**src/hdl/msf2f_pkg.sv**
```systemverilog
`timescale 1ns / 1ps
// ----------------------------------------------------------------------------
// msf2f_pkg
// Types, constants and the microcode table of the F2F track encoder.
// ----------------------------------------------------------------------------
package msf2f_pkg;

   localparam int CHAR_W      = 7;
   localparam int WORD_W      = 6;
   localparam int CNT_W       = 5;
   localparam int STEP_W      = 4;
   localparam int TRAIL_ZEROS = 25;

   // track one: 6 data bits, offset 32; track two: 4 data bits, offset 48
   localparam logic [CHAR_W-1:0] OFFSET_T1 = 7'd32;
   localparam logic [CHAR_W-1:0] OFFSET_T2 = 7'd48;
   localparam logic [WORD_W-1:0] MASK_T1   = 6'h3F;
   localparam logic [WORD_W-1:0] MASK_T2   = 6'h0F;
   localparam logic [CNT_W-1:0]  NBITS_T1  = 5'd6;
   localparam logic [CNT_W-1:0]  NBITS_T2  = 5'd4;

   typedef enum logic [STEP_W-1:0] {
      STEP_IDLE  = 4'd0,
      STEP_START = 4'd1,
      STEP_PRE   = 4'd2,
      STEP_LOADC = 4'd3,
      STEP_BITS  = 4'd4,
      STEP_PAR   = 4'd5,
      STEP_LOADL = 4'd6,
      STEP_LBITS = 4'd7,
      STEP_LPAR  = 4'd8,
      STEP_TRAIL = 4'd9,
      STEP_END   = 4'd10
   } step_type;

   typedef enum logic [1:0] {
      BIT_ZERO   = 2'd0,
      BIT_WORD   = 2'd1,
      BIT_PARITY = 2'd2
   } bit_src_type;

   typedef enum logic [1:0] {
      CNT_NONE  = 2'd0,
      CNT_LEAD  = 2'd1,
      CNT_NBITS = 2'd2,
      CNT_TRAIL = 2'd3
   } cnt_src_type;

   typedef enum logic [1:0] {
      WORD_NONE = 2'd0,
      WORD_CHAR = 2'd1,
      WORD_LRC  = 2'd2
   } word_src_type;

   typedef enum logic [1:0] {
      COND_ALWAYS   = 2'd0,
      COND_IN_TRACK = 2'd1,
      COND_CNT_NZ   = 2'd2,
      COND_NOT_LAST = 2'd3
   } cond_type;

   // one control word
   typedef struct packed {
      logic         wait_req;   // step holds until an input beat arrives
      logic         emit;       // step sends one bit cell
      bit_src_type  bit_src;
      cnt_src_type  cnt_load;
      word_src_type word_load;
      logic         start;      // new track: clear coil and LRC
      logic         finish;     // track over: release
      logic         done_at_end;
      cond_type     cond;
      step_type     target;     // jump when cond holds, else fall through
   } ctl_type;

   // status fed back to the sequencer
   typedef struct packed {
      logic accept;
      logic in_track;
      logic cnt_nz;
      logic last;
      logic out_free;
   } flags_type;

   function automatic ctl_type ucode(input step_type step);
      ctl_type c;
      c.wait_req    = 1'b0;
      c.emit        = 1'b0;
      c.bit_src     = BIT_ZERO;
      c.cnt_load    = CNT_NONE;
      c.word_load   = WORD_NONE;
      c.start       = 1'b0;
      c.finish      = 1'b0;
      c.done_at_end = 1'b0;
      c.cond        = COND_ALWAYS;
      c.target      = STEP_IDLE;
      case (step)
         STEP_IDLE: begin
            c.wait_req = 1'b1;
            c.cond     = COND_IN_TRACK;
            c.target   = STEP_LOADC;
         end
         STEP_START: begin
            c.start    = 1'b1;
            c.cnt_load = CNT_LEAD;
            c.cond     = COND_ALWAYS;
            c.target   = STEP_PRE;
         end
         STEP_PRE: begin
            c.emit   = 1'b1;
            c.cond   = COND_CNT_NZ;
            c.target = STEP_PRE;
         end
         STEP_LOADC: begin
            c.word_load = WORD_CHAR;
            c.cnt_load  = CNT_NBITS;
            c.cond      = COND_ALWAYS;
            c.target    = STEP_BITS;
         end
         STEP_BITS: begin
            c.emit    = 1'b1;
            c.bit_src = BIT_WORD;
            c.cond    = COND_CNT_NZ;
            c.target  = STEP_BITS;
         end
         STEP_PAR: begin
            c.emit    = 1'b1;
            c.bit_src = BIT_PARITY;
            c.cond    = COND_NOT_LAST;
            c.target  = STEP_IDLE;
         end
         STEP_LOADL: begin
            c.word_load = WORD_LRC;
            c.cnt_load  = CNT_NBITS;
            c.cond      = COND_ALWAYS;
            c.target    = STEP_LBITS;
         end
         STEP_LBITS: begin
            c.emit    = 1'b1;
            c.bit_src = BIT_WORD;
            c.cond    = COND_CNT_NZ;
            c.target  = STEP_LBITS;
         end
         STEP_LPAR: begin
            c.emit     = 1'b1;
            c.bit_src  = BIT_PARITY;
            c.cnt_load = CNT_TRAIL;
            c.cond     = COND_ALWAYS;
            c.target   = STEP_TRAIL;
         end
         STEP_TRAIL: begin
            c.emit        = 1'b1;
            c.done_at_end = 1'b1;
            c.cond        = COND_CNT_NZ;
            c.target      = STEP_TRAIL;
         end
         STEP_END: begin
            c.finish = 1'b1;
            c.cond   = COND_ALWAYS;
            c.target = STEP_IDLE;
         end
         default: begin
            c.cond   = COND_ALWAYS;
            c.target = STEP_IDLE;
         end
      endcase
      return c;
   endfunction

endpackage

```
**src/hdl/msf2f_if.sv**
```systemverilog
`timescale 1ns / 1ps
// ----------------------------------------------------------------------------
// msf2f channel interfaces
// Valid/ready channels for characters, bit cells and the track register.
// ----------------------------------------------------------------------------
interface msf2f_req_if;
   logic                          valid;
   logic                          ready;
   logic [msf2f_pkg::CHAR_W-1:0]  character;
   logic                          last_char;

   modport source (output valid, character, last_char, input ready);
   modport sink   (input valid, character, last_char, output ready);
endinterface

interface msf2f_rsp_if;
   logic valid;
   logic ready;
   logic cell_bit;
   logic first_half_level;
   logic second_half_level;
   logic swipe_done;

   modport source (output valid, cell_bit, first_half_level, second_half_level,
                   swipe_done, input ready);
   modport sink   (input valid, cell_bit, first_half_level, second_half_level,
                   swipe_done, output ready);
endinterface

interface msf2f_csr_if;
   logic valid;
   logic ready;
   logic track_select;

   modport source (output valid, track_select, input ready);
   modport sink   (input valid, track_select, output ready);
endinterface

```
**src/hdl/magstripe_track_f2f_encoder.sv**
```systemverilog
`timescale 1ns / 1ps
// ----------------------------------------------------------------------------
// magstripe_track_f2f_encoder
// F2F (biphase) coil drive encoder for one magnetic-stripe track.
// ----------------------------------------------------------------------------
// Takes one track character per req beat and sends one rsp beat per bit cell.
// The first character of a track is preceded by LEADING_ZEROS zero cells (coil
// level and LRC cleared first). Each character goes out as its data bits, LSB
// first, plus odd parity: 6 bits on track one, 4 on track two (csr bit). A
// character with last_char set is followed by the LRC with its parity and 25
// trailing zero cells, the final one flagged swipe_done. A microcoded
// sequencer runs the job, one step per cycle unless a step waits for a req beat
// or for a free output slot, and one cell register feeds the output. Ready on
// req is high only while the sequencer sits in its fetch step; csr writes are
// always taken.
// ----------------------------------------------------------------------------
module magstripe_track_f2f_encoder #(
   parameter int LEADING_ZEROS = 25
) (
   input  logic               clock,
   input  logic               reset,
   msf2f_req_if.sink          req_chan,
   msf2f_rsp_if.source        rsp_chan,
   msf2f_csr_if.sink          csr_chan
);
   import msf2f_pkg::*;

   // control
   ctl_type   ctl;
   flags_type flags;
   logic      fire;

   // state
   logic              track_ff,    track_in;
   logic              coil_ff,     coil_in;
   logic [WORD_W-1:0] lrc_ff,      lrc_in;
   logic              in_track_ff, in_track_in;
   logic [CHAR_W-1:0] char_ff,     char_in;
   logic              last_ff,     last_in;
   logic [WORD_W-1:0] word_ff,     word_in;
   logic              parity_ff,   parity_in;
   logic [CNT_W-1:0]  cnt_ff,      cnt_in;

   // output cell register
   logic rsp_valid_ff, rsp_valid_in;
   logic bit_ff,       bit_in;
   logic first_ff,     first_in;
   logic second_ff,    second_in;
   logic done_ff,      done_in;

   // datapath terms
   logic [WORD_W-1:0] mask;
   logic [CHAR_W-1:0] offset;
   logic [CNT_W-1:0]  nbits;
   logic [CHAR_W-1:0] diff;
   logic [WORD_W-1:0] data;
   logic              cell_val;
   logic              lvl_first;
   logic              lvl_second;
   logic              out_free;

   msf2f_seq u_seq (
      .clock (clock),
      .reset (reset),
      .flags (flags),
      .ctl   (ctl),
      .fire  (fire)
   );

   assign req_chan.ready = ctl.wait_req;
   assign csr_chan.ready = 1'b1;

   assign rsp_chan.valid             = rsp_valid_ff;
   assign rsp_chan.cell_bit          = bit_ff;
   assign rsp_chan.first_half_level  = first_ff;
   assign rsp_chan.second_half_level = second_ff;
   assign rsp_chan.swipe_done        = done_ff;

   assign out_free = !rsp_valid_ff || rsp_chan.ready;

   always_comb begin
      flags.accept   = req_chan.valid && ctl.wait_req;
      flags.in_track = in_track_ff;
      flags.cnt_nz   = (cnt_ff != '0);
      flags.last     = last_ff;
      flags.out_free = out_free;
   end

   // track geometry
   assign mask   = track_ff ? MASK_T2   : MASK_T1;
   assign offset = track_ff ? OFFSET_T2 : OFFSET_T1;
   assign nbits  = track_ff ? NBITS_T2  : NBITS_T1;

   // subtract offset, keep data width (wraps below the offset)
   assign diff = char_ff - offset;
   assign data = diff[WORD_W-1:0] & mask;

   always_comb begin
      case (ctl.bit_src)
         BIT_ZERO:   cell_val = 1'b0;
         BIT_WORD:   cell_val = word_ff[0];
         BIT_PARITY: cell_val = parity_ff;
         default:    cell_val = 1'b0;
      endcase
   end

   // every cell flips at its start; a one flips again at mid-cell
   assign lvl_first  = !coil_ff;
   assign lvl_second = lvl_first ^ cell_val;

   always_comb begin
      track_in     = track_ff;
      coil_in      = coil_ff;
      lrc_in       = lrc_ff;
      in_track_in  = in_track_ff;
      char_in      = char_ff;
      last_in      = last_ff;
      word_in      = word_ff;
      parity_in    = parity_ff;
      cnt_in       = cnt_ff;
      rsp_valid_in = rsp_valid_ff;
      bit_in       = bit_ff;
      first_in     = first_ff;
      second_in    = second_ff;
      done_in      = done_ff;

      if (csr_chan.valid) begin
         track_in = csr_chan.track_select;
      end

      if (rsp_chan.ready) begin
         rsp_valid_in = 1'b0;
      end

      if (fire) begin
         if (ctl.wait_req) begin
            char_in = req_chan.character;
            last_in = req_chan.last_char;
         end

         if (ctl.start) begin
            coil_in     = 1'b0;
            lrc_in      = '0;
            in_track_in = 1'b1;
         end

         if (ctl.finish) begin
            in_track_in = 1'b0;
         end

         case (ctl.word_load)
            WORD_CHAR: begin
               word_in   = data;
               lrc_in    = lrc_ff ^ data;
               parity_in = 1'b1;
            end
            WORD_LRC: begin
               word_in   = lrc_ff & mask;
               parity_in = 1'b1;
            end
            default: ;
         endcase

         if (ctl.emit) begin
            coil_in      = lvl_second;
            rsp_valid_in = 1'b1;
            bit_in       = cell_val;
            first_in     = lvl_first;
            second_in    = lvl_second;
            done_in      = ctl.done_at_end && (cnt_ff == '0);
            cnt_in       = cnt_ff - CNT_W'(1);
            if (ctl.bit_src == BIT_WORD) begin
               word_in   = word_ff >> 1;
               parity_in = parity_ff ^ cell_val;
            end
         end

         // a load wins over the per-cell countdown
         case (ctl.cnt_load)
            CNT_LEAD:  cnt_in = CNT_W'(LEADING_ZEROS - 1);
            CNT_NBITS: cnt_in = nbits - CNT_W'(1);
            CNT_TRAIL: cnt_in = CNT_W'(TRAIL_ZEROS - 1);
            default: ;
         endcase
      end
   end

   always_ff @(posedge clock) begin
      if (reset) begin
         track_ff     <= 1'b0;
         coil_ff      <= 1'b0;
         lrc_ff       <= '0;
         in_track_ff  <= 1'b0;
         rsp_valid_ff <= 1'b0;
      end else begin
         track_ff     <= track_in;
         coil_ff      <= coil_in;
         lrc_ff       <= lrc_in;
         in_track_ff  <= in_track_in;
         rsp_valid_ff <= rsp_valid_in;
      end
   end

   always_ff @(posedge clock) begin
      char_ff   <= char_in;
      last_ff   <= last_in;
      word_ff   <= word_in;
      parity_ff <= parity_in;
      cnt_ff    <= cnt_in;
      bit_ff    <= bit_in;
      first_ff  <= first_in;
      second_ff <= second_in;
      done_ff   <= done_in;
   end

endmodule

```
**src/hdl/msf2f_seq.sv**
```systemverilog
`timescale 1ns / 1ps
// ----------------------------------------------------------------------------
// msf2f_seq
// Step counter and microcode lookup; conditional jumps on datapath flags.
// ----------------------------------------------------------------------------
module msf2f_seq (
   input  logic                 clock,
   input  logic                 reset,
   input  msf2f_pkg::flags_type flags,
   output msf2f_pkg::ctl_type   ctl,
   output logic                 fire
);
   import msf2f_pkg::*;

   step_type pc_ff;
   step_type pc_in;
   logic     take;

   always_comb ctl = ucode(pc_ff);

   always_comb begin
      case (ctl.cond)
         COND_ALWAYS:   take = 1'b1;
         COND_IN_TRACK: take = flags.in_track;
         COND_CNT_NZ:   take = flags.cnt_nz;
         COND_NOT_LAST: take = !flags.last;
         default:       take = 1'b1;
      endcase
   end

   // a step retires on an input beat, on a free output slot, or at once
   always_comb begin
      if (ctl.wait_req) begin
         fire = flags.accept;
      end else if (ctl.emit) begin
         fire = flags.out_free;
      end else begin
         fire = 1'b1;
      end
   end

   always_comb begin
      pc_in = pc_ff;
      if (fire) begin
         pc_in = take ? ctl.target : step_type'(STEP_W'(pc_ff) + STEP_W'(1));
      end
   end

   always_ff @(posedge clock) begin
      if (reset) begin
         pc_ff <= STEP_IDLE;
      end else begin
         pc_ff <= pc_in;
      end
   end

endmodule
```
**src/flat_wrapper.sv**
```systemverilog
// flat-port wrapper written by rule: the top's interface ports become plain ports
module magstripe_track_f2f_encoder_flat import msf2f_pkg::*;
#(
   parameter int LEADING_ZEROS = 25
)
  (clock, reset, req_chan_valid, req_chan_character, req_chan_last_char, req_chan_ready, rsp_chan_valid, rsp_chan_cell_bit, rsp_chan_first_half_level, rsp_chan_second_half_level, rsp_chan_swipe_done, rsp_chan_ready, csr_chan_valid, csr_chan_track_select, csr_chan_ready);
  msf2f_req_if req_chan_i ();
  msf2f_rsp_if rsp_chan_i ();
  msf2f_csr_if csr_chan_i ();
  input  logic clock;
  input  logic reset;
  input wire logic [$bits(req_chan_i.valid)-1:0] req_chan_valid;
  input wire logic [$bits(req_chan_i.character)-1:0] req_chan_character;
  input wire logic [$bits(req_chan_i.last_char)-1:0] req_chan_last_char;
  output wire logic [$bits(req_chan_i.ready)-1:0] req_chan_ready;
  output wire logic [$bits(rsp_chan_i.valid)-1:0] rsp_chan_valid;
  output wire logic [$bits(rsp_chan_i.cell_bit)-1:0] rsp_chan_cell_bit;
  output wire logic [$bits(rsp_chan_i.first_half_level)-1:0] rsp_chan_first_half_level;
  output wire logic [$bits(rsp_chan_i.second_half_level)-1:0] rsp_chan_second_half_level;
  output wire logic [$bits(rsp_chan_i.swipe_done)-1:0] rsp_chan_swipe_done;
  input wire logic [$bits(rsp_chan_i.ready)-1:0] rsp_chan_ready;
  input wire logic [$bits(csr_chan_i.valid)-1:0] csr_chan_valid;
  input wire logic [$bits(csr_chan_i.track_select)-1:0] csr_chan_track_select;
  output wire logic [$bits(csr_chan_i.ready)-1:0] csr_chan_ready;
  assign req_chan_i.valid = req_chan_valid;
  assign req_chan_i.character = req_chan_character;
  assign req_chan_i.last_char = req_chan_last_char;
  assign req_chan_ready = req_chan_i.ready;
  assign rsp_chan_valid = rsp_chan_i.valid;
  assign rsp_chan_cell_bit = rsp_chan_i.cell_bit;
  assign rsp_chan_first_half_level = rsp_chan_i.first_half_level;
  assign rsp_chan_second_half_level = rsp_chan_i.second_half_level;
  assign rsp_chan_swipe_done = rsp_chan_i.swipe_done;
  assign rsp_chan_i.ready = rsp_chan_ready;
  assign csr_chan_i.valid = csr_chan_valid;
  assign csr_chan_i.track_select = csr_chan_track_select;
  assign csr_chan_ready = csr_chan_i.ready;
  magstripe_track_f2f_encoder #(.LEADING_ZEROS(LEADING_ZEROS)) u_core (.clock(clock), .reset(reset), .req_chan(req_chan_i), .rsp_chan(rsp_chan_i), .csr_chan(csr_chan_i));
endmodule
```
**config.mk**
```make
export PLATFORM = sky130hd
export DESIGN_NAME = magstripe_track_f2f_encoder_flat
export DESIGN_NICKNAME = d
export VERILOG_FILES = /design/src/hdl/msf2f_pkg.sv /design/src/hdl/msf2f_if.sv /design/src/hdl/magstripe_track_f2f_encoder.sv /design/src/hdl/msf2f_seq.sv /design/src/flat_wrapper.sv
export SDC_FILE = /design/constraint.sdc
export NUM_CORES = 1
export LEC_CHECK = 0
export BUFFER_PORTS_ARGS = -buffer_cell sky130_fd_sc_hd__buf_2
export CELL_PAD_IN_SITES_DETAIL_PLACEMENT = 0
export CELL_PAD_IN_SITES_GLOBAL_PLACEMENT = 1
export CORE_MARGIN = 8
export CORE_UTILIZATION = 50
export CTS_BUF_LIST = sky130_fd_sc_hd__clkbuf_16
export CTS_CLUSTER_SIZE = 30
export DETAILED_ROUTE_END_ITERATION = 7
export HOLD_SLACK_MARGIN = 0.05
export PLACE_DENSITY_LB_ADDON = 0.12
export SYNTH_ARGS = -nofsm -noshare
export SYNTH_HDL_FRONTEND = slang
export SYNTH_HIERARCHICAL = 1
export SYNTH_SLANG_ARGS = --single-unit
```
**constraint.sdc**
```tcl
create_clock -name clock -period 6 [get_ports clock]
set_clock_uncertainty 0.05 [all_clocks]
set_input_delay 0.3 -clock clock [delete_from_list [all_inputs] [get_ports clock]]
set_output_delay 0.3 -clock clock [all_outputs]
set_load 0.005 [all_outputs]
```
==> results of run 1 <==
stage by stage:
step	worst slack [ps]	cells	area (um^2)	power (W)	util
2_1_floorplan	3479	224	2235	0.001001	-
3_3_place_gp	3076	282	2312	0.001098	0.5347
3_5_place_dp	3011	282	2312	0.001125	0.5347
4_1_cts	2985	290	2480	0.001429	0.5735
5_1_grt	2752	290	2480	0.001517	0.5735
6_report	3023	290	2480	0.001418	0.5735
flip-flops by register name, indices dropped and copies added (netlist names), 4 cells and up:
| signal | flops |
|---|---|
| u_core/char_ff | 6 |
| u_core/cnt_ff | 5 |
| u_core/lrc_ff | 6 |
| u_core/u_seq/pc_ff | 4 |
| u_core/word_ff | 6 |
critical path, stage by stage (launching register included):
cell and delay, ps:
dfxtp_1 400, inv_1 100, ha_1 350, nor2_1 290, a31oi_4 140, and2_4 240
a22oi_4 590, o21ai_2 160, or4_1 420, a21oi_1 150
per-layer routing:
metal  wire, um  GRT usage  up-vias
met5          0          0        -
met4         48    0.07348        0
met3        189    0.03809        5
met2       2146     0.2051       41
met1       2127     0.1544      796
li1           -          -      829
layout make-up:
type | instances | area [um^2]
multi-input cells | 156 | 1114
well taps | 52 | 65.06
inverters | 19 | 72.57
flip-flops and latches | 37 | 970.9
repair buffers | 18 | 90.09
fillers | 382 | 1844
clock buffers | 5 | 125.1
clock inverters | 3 | 42.54
worst min path at each step:
stage	start	end	slack (ps)	cells after the start
3_3_place_gp	u_core/lrc_ff[5]	u_core/lrc_ff[5]	420	2
3_5_place_dp	u_core/lrc_ff[5]	u_core/lrc_ff[5]	420	2
2_1_floorplan	reset	u_core/u_seq/pc_ff[1]	310	1
4_1_cts	req_chan_character[4]	u_core/char_ff[4]	130	1
6_report	req_chan_last_char	u_core/last_ff	140	1
5_1_grt	req_chan_character[4]	u_core/char_ff[4]	130	1
power breakdown:
part / switching [W] / total [W] / internal, W
combinational: 0.000362 / 0.000614 / 0.000252
clock: 0.000102 / 0.000297 / 0.000195
sequential: 0.0000794 / 0.000508 / 0.000428
==> results.sh, run 1 <==
export IMPL_status="finished, final reports clean"
export IMPL_setup_tns_ps=0
export IMPL_clock_fmax_mhz=335.9
export IMPL_path_max_fanout=26
export IMPL_die_h_um=82.85
export IMPL_grt_usage=0.1302
export IMPL_cts_hold_buf=0
export IMPL_routed_via_density=5.762
export IMPL_worstHoldPathType="primary input to flop"
export IMPL_drt_pre_antenna_iters=4
export IMPL_ys_warn_count=6
export IMPL_dr_first_iter_drc_count=163
export IMPL_hold_violations=0
export IMPL_rows=24
export IMPL_antenna_cells=0
export IMPL_cts_resized=0
export IMPL_crit_start="u_core/u_seq/pc_ff[0]"
export IMPL_grt_pass1_vias=1598
export IMPL_htree_levels=2
export IMPL_cts_sinks=37
export IMPL_syn_area_per_cell_um2=9.976
export IMPL_p_leak_nw=0.9920
export IMPL_clock_root_buffer="clkbuf_16"
export IMPL_synth_nets=249
export IMPL_antenna_found_initial=0
export IMPL_overflow=0
export IMPL_wl_per_cell_um=15.56
export IMPL_clkTransAtPathRegs_ps=60
export IMPL_grt_max_degree=27
export IMPL_io_pin_count=21
export IMPL_cts_made_buffers=5
export IMPL_crit_path_end="u_core/lrc_ff[4]"
export IMPL_drv_slew=0
export IMPL_worst_r2r_path_depth=9
export IMPL_final_period_utilization=0.4961
export IMPL_worst_setup_path_end_kind="flop"
export IMPL_clockBufferDepth=2
export IMPL_initial_core_util=0.5168
export IMPL_cts_tree="built"
export IMPL_period_minus_slack_ps=2977
export IMPL_globalplace_congestion=0.7592
export IMPL_cp_data_arrival_time_ps=3140
export IMPL_syn_inst=224
export IMPL_rsz0062_at_grt="no"
export IMPL_grt_pass1_wl_mm=7.438
export IMPL_r2r_end="u_core/lrc_ff[4]"
export IMPL_core_area_um2=4324
export IMPL_syn_area_um2=2235
export IMPL_drive_gt1_frac=0.1597
export IMPL_max_slew_margin_rel=0.4947
export IMPL_dieArea_um2=6864
export IMPL_worst_slew_pin_slew_ps=757.0
export IMPL_ir_drop_v=0.0002289
export IMPL_cp_start_kind="flop"
export IMPL_setup_viol=0
export IMPL_cts_setup_buffers=0
export IMPL_vias=1671
export IMPL_final_net_count=262
export IMPL_wl_mm=4.512
export IMPL_clk_latency_ps=280
export IMPL_rrSetupSlack_ps=3020
export IMPL_drc=0
export IMPL_antenna_left=0
export IMPL_required_ps=6160
export IMPL_die_x_um=82.85
export IMPL_worstSetupPathType="flop to flop"
export IMPL_r2r_start="u_core/u_seq/pc_ff[0]"
export IMPL_portBuffers=18
export IMPL_dpl_hpwl_mm=3.142
export IMPL_layout_commonest_cell="nor2_1"
export IMPL_most_common_layout_cells="26 x nor2_1, 23 x edfxtp_1, 19 x inv_1, 18 x buf_2"
export IMPL_p_per_area_nw_per_um2=572.0
export IMPL_maxCapViolCount=0
export IMPL_area_growth_pct=10.97
export IMPL_whs_ps=142.8
Note: power is estimated with default switching activity, not from simulation.
==> run 2: changes to the inputs <==
Settings changed: CORE_UTILIZATION 50 to 42.
Clock period 6 ns to 2.7 ns, I/O delays scaled along.
==> results.sh, run 2 (same netlist as run 1, synthesis figures left out) <==
export IMPL_status="finished, final reports clean"
export IMPL_p_per_area_nw_per_um2=1219
export IMPL_drv_slew=0
export IMPL_cp_top_family="simple AND/OR/NAND/NOR gates"
export IMPL_overflow=0
export IMPL_dr_first_iter_drc_count=59
export IMPL_grt_pass1_wl_mm=8.107
export IMPL_required_ps=2810
export IMPL_clkTransAtPathRegs_ps=60
export IMPL_most_common_layout_cells="26 x nor2_1, 23 x edfxtp_1, 18 x buf_2, 17 x inv_1, 14 x a21oi_1"
export IMPL_rsz0062_at_grt="no"
export IMPL_r2r_start="u_core/cnt_ff[0]"
export IMPL_final_period_utilization=0.9546
export IMPL_setup_tns_ps=0
export IMPL_worst_setup_path_end_kind="flop"
export IMPL_layout_commonest_cell="nor2_1"
export IMPL_cts_sinks=37
export IMPL_final_net_count=282
export IMPL_portBuffers=18
export IMPL_grt_max_degree=21
export IMPL_worstSetupPathType="flop to flop"
export IMPL_place_area_um2=2430
export IMPL_cp_start_kind="flop"
export IMPL_hold_violations=0
export IMPL_power_w=0.003240
export IMPL_clock_root_buffer="clkbuf_16"
export IMPL_vias=1706
export IMPL_die_h_um=88.94
export IMPL_drt_pre_antenna_iters=4
export IMPL_wl_per_cell_um=14.88
export IMPL_maxCapViolCount=0
export IMPL_setup_viol=0
export IMPL_cp_num_buf_inv=2
export IMPL_antenna_left=0
export IMPL_max_stage_delay_ps=480
export IMPL_crit_chain="inv_2 -> ha_1 -> or4b_4 -> or2b_1 -> a21oi_1 -> o32ai_2 -> mux2i_4 -> buf_4 -> mux2i_1 -> a211oi_2"
export IMPL_core_area_um2=5107
export IMPL_clk_latency_ps=280
export IMPL_die_x_um=88.94
export IMPL_routed_via_density=5.217
export IMPL_grt_usage=0.1341
export IMPL_wl_mm=4.867
export IMPL_rows=26
export IMPL_io_pin_count=21
export IMPL_cts_made_buffers=5
export IMPL_path_max_fanout=7
export IMPL_grt_pass1_vias=1725
export IMPL_hp_start="csr_chan_valid"
export IMPL_ir_drop_v=0.0004945
export IMPL_globalplace_congestion=0.8396
export IMPL_dpl_hpwl_mm=3.506
export IMPL_cp_data_arrival_time_ps=2690
export IMPL_initial_core_util=0.4375
export IMPL_antenna_cells=0
export IMPL_clockBufferDepth=2
export IMPL_antenna_found_initial=0
export IMPL_crit_start="u_core/cnt_ff[0]"
export IMPL_dieArea_um2=7910
export IMPL_drive_gt1_frac=0.2023
export IMPL_finalInstanceArea_um2=2659
export IMPL_worstHoldPathType="primary input to flop"
export IMPL_reg_top3="u_core/char_ff (6), u_core/lrc_ff (6), u_core/word_ff (6)"
export IMPL_p_leak_nw=1.068
export IMPL_area_growth_pct=18.98
export IMPL_period_minus_slack_ps=2578
export IMPL_htree_levels=2
export IMPL_clock_fmax_mhz=388.0
export IMPL_cpMaxStageDelayCell="or4b_4"
export IMPL_cts_tree="built"
export IMPL_drc=0
run 2: layer usage:
layer  wire [um]  track usage  part of all wire  vias up
li1            -            -                 -      872
met1        2281       0.1626              0.47      798
met2        2351       0.2251              0.48       29
met3         161      0.02849             0.033        7
met4          72      0.05438             0.015        0
met5           0            0                 0        -
run 2: cell type report:
type                            count  area, um^2
Sequential cell                    37       972.2
Clock inverter                      2       11.26
Timing Repair Buffer               38       272.8
Inverter                           19       72.57
Multi-Input combinational cell    156        1117
Clock buffer                        5       125.1
Tap cell                           70       87.58
Fill cell                         499        2449
run 2: stage by stage:
stage	hold WS (ps)	utilization	worst slack [ps]	std cells
finish	57.01	0.5206	122.5	327
global route	106.0	0.5206	2.952	327
CTS	51.10	0.5181	140.7	326
detailed placement	263.8	0.4757	169.8	311
global placement	261.3	0.4757	247.2	311
floorplan	149.6	-	179.3	224
run 2: repair_timing:
action / 4_1_cts / 5_1_grt
setup endpoints to repair: 0 / 2
setup buffers: 0 / 1
gates resized for setup: 0 / 4
hold endpoints to repair: 8 / 0
hold buffers: 8 / 0
run 2: worst min-delay path, delay by kind of cell:
family | cells | cell delay, ps
buf+inv | 1 | 80
mux | 1 | 60
simple gates | 1 | 70
run 2: where the power goes:
group	internal, W	total (W)	switching [W]
clock network	0.000333	0.000548	0.000215
registers	0.000951	0.00112	0.000172
logic	0.000710	0.00157	0.000858
run 2: final timing paths:
kind                           endpoint  slack (ps)  cells past startpoint
setup / recovery  u_core/u_seq/pc_ff[1]         120                     10
hold / removal          u_core/track_ff          60                      3
setup reg to reg  u_core/u_seq/pc_ff[1]         120                     10
hold reg to reg        u_core/lrc_ff[5]         420                      2
==> run 3: changes to the inputs <==
Settings changed: CORE_MARGIN 8 to default.
==> results.sh, run 3 (same netlist as run 1, synthesis figures left out) <==
export IMPL_status="finished, violations left"
export IMPL_violations="DRC"
export IMPL_most_common_layout_cells="25 x nor2_1, 23 x edfxtp_1, 19 x inv_1, 18 x buf_2"
export IMPL_required_ps=2820
export IMPL_dieArea_um2=5616
export IMPL_swShare=0.3848
export IMPL_cts_made_buffers=5
export IMPL_dpl_hpwl_mm=3.464
export IMPL_hp_start="csr_chan_valid"
export IMPL_place_inst=313
export IMPL_dr_first_iter_drc_count=71
export IMPL_die_h_um=74.94
export IMPL_vias=1745
export IMPL_clkTransAtPathRegs_ps=50
export IMPL_rsz0062_at_grt="no"
export IMPL_clock_fmax_mhz=387.2
export IMPL_wl_mm=4.712
export IMPL_worstSetupPathType="flop to flop"
export IMPL_gr_max_usage_layer="met2"
export IMPL_drv_slew=0
export IMPL_cp_start_kind="flop"
export IMPL_core_area_um2=5107
export IMPL_p_per_area_nw_per_um2=1207
export IMPL_drc=1
export IMPL_die_x_um=74.94
export IMPL_grt_pass1_wl_mm=7.734
export IMPL_hold_end="u_core/track_ff"
export IMPL_maxCapViolCount=0
export IMPL_cp_num_buf_inv=1
export IMPL_r2r_end="u_core/u_seq/pc_ff[0]"
export IMPL_routed_via_density=5.320
export IMPL_drt_pre_antenna_iters=6
export IMPL_final_net_count=283
export IMPL_overflow=0
export IMPL_p_seq_frac=0.348
export IMPL_portBuffers=18
export IMPL_fin_cells=328
export IMPL_rrSetupSlack_ps=120
export IMPL_max_slew_margin_rel=0.6066
export IMPL_max_stage_delay_ps=510
export IMPL_wl_per_cell_um=14.37
export IMPL_p_clk_frac=0.168
export IMPL_setup_viol=0
export IMPL_layout_commonest_cell="nor2_1"
export IMPL_htree_levels=2
export IMPL_rows=26
export IMPL_io_pin_count=21
export IMPL_period_minus_slack_ps=2583
export IMPL_cp_top_family="simple AND/OR/NAND/NOR gates"
export IMPL_p_leak_nw=1.077
export IMPL_ir_drop_v=0.0004829
export IMPL_cpMaxStageDelayCell="or4b_1"
export IMPL_worst_r2r_path_depth=9
export IMPL_cts_sinks=37
export IMPL_fillers=507
export IMPL_p_int_w=0.001975
export IMPL_grt_use_met1=0.2404
export IMPL_r2r_start="u_core/cnt_ff[0]"
export IMPL_drive_gt1_frac=0.1938
export IMPL_antenna_left=0
export IMPL_use_met3=0.04016
export IMPL_hold_violations=0
export IMPL_grt_max_degree=16
export IMPL_clockBufferDepth=2
export IMPL_area_growth_pct=19.04
export IMPL_clk_latency_ps=280
export IMPL_path_max_fanout=7
export IMPL_worst_slew_pin_slew_ps=589.3
export IMPL_grt_use_met2=0.3103
export IMPL_worstHoldPathType="primary input to flop"
export IMPL_antenna_cells=0
export IMPL_p_sw_w=0.001235
export IMPL_antenna_found_initial=0
export IMPL_initial_core_util=0.4375
export IMPL_globalplace_congestion=0.7977
export IMPL_combPwrFrac=0.485
export IMPL_crit_chain="inv_1 -> ha_1 -> or4b_1 -> or2b_1 -> a21oi_1 -> o32ai_2 -> mux2i_4 -> o21ai_1 -> a221oi_1"
export IMPL_cts_tree="built"
export IMPL_worst_setup_path_end_kind="flop"
export IMPL_grt_pass1_vias=1650
export IMPL_grt_usage=0.1873
export IMPL_final_period_utilization=0.9565
export IMPL_cp_data_arrival_time_ps=2710
export IMPL_reg_top3="u_core/char_ff (6), u_core/lrc_ff (6), u_core/word_ff (6)"
export IMPL_clock_root_buffer="clkbuf_16"
export IMPL_hold_depth=3
export IMPL_setup_tns_ps=0
run 3: cell count changes in the layout (fill, tap and decap cells not counted), sizes merged:
cell	before	now
clkinvlp	1	0
buf	30	31
inv	18	19
run 3: what timing repair did:
action,4_1_cts,5_1_grt
setup endpoints to repair,0,3
hold buffers,8,0
endpoints found under the hold margin,8,0
gates resized for setup,0,1
buffers inserted,0,0
run 3: worst max path at each step:
stage,start,to,depth (start not counted)
2_1_floorplan,u_core/u_seq/pc_ff[0],u_core/char_ff[0],9
3_3_place_gp,u_core/cnt_ff[0],u_core/u_seq/pc_ff[1],9
3_5_place_dp,u_core/cnt_ff[0],u_core/u_seq/pc_ff[0],9
4_1_cts,u_core/u_seq/pc_ff[1],u_core/lrc_ff[4],9
5_1_grt,u_core/cnt_ff[0],u_core/u_seq/pc_ff[0],9
6_report,u_core/cnt_ff[0],u_core/u_seq/pc_ff[0],9
run 3: per-stage QoR:
stage | hold slack (ps) | total power [W] | util | setup slack, ps | area (um^2)
final | 64.08 | 0.003210 | 0.5208 | 117.3 | 2660
after global routing | 92.77 | 0.003457 | 0.5208 | 1.260 | 2660
after CTS | 61.94 | 0.003233 | 0.5203 | 92.85 | 2658
after detailed placement | 263.6 | 0.002670 | 0.4787 | 114.3 | 2445
after global placement | 261.4 | 0.002603 | 0.4787 | 250.5 | 2445
after floorplan | 149.6 | 0.002225 | - | 179.3 | 2235
run 3: metal layers:
metal	wire (um)	part of all wire
met5	0	0
met4	70	0.015
met3	109	0.023
met2	2391	0.51
met1	2141	0.45
run 3: cell type report:
cell class              count  area (um^2)  share of cell area
flip-flops and latches     37        970.9              0.3650
repair buffers             39        280.3              0.1054
well taps                  70        87.58             0.03293
clock buffers               5        125.1             0.04704
inverters                  19        72.57             0.02728
multi-input cells         156         1116              0.4196
clock inverters             2        7.507            0.002822
run 3: power by group through the flow:
stage,combinational [W],sequential [W],clock [W]
2_1_floorplan,0.00115,0.00107,0
3_3_place_gp,0.00149,0.00112,0
3_5_place_dp,0.00154,0.00113,0
4_1_cts,0.00156,0.00112,0.000556
5_1_grt,0.00173,0.00115,0.000580
6_report,0.00156,0.00112,0.000538
run 3: worst register-to-register path: stages (launching register included):
cell and delay (ps):
edfxtp_1 410, inv_1 100, ha_1 140, or4b_1 510, or2b_1 260, a21oi_1 170
o32ai_2 120, mux2i_4 290, o21ai_1 110, a221oi_1 320
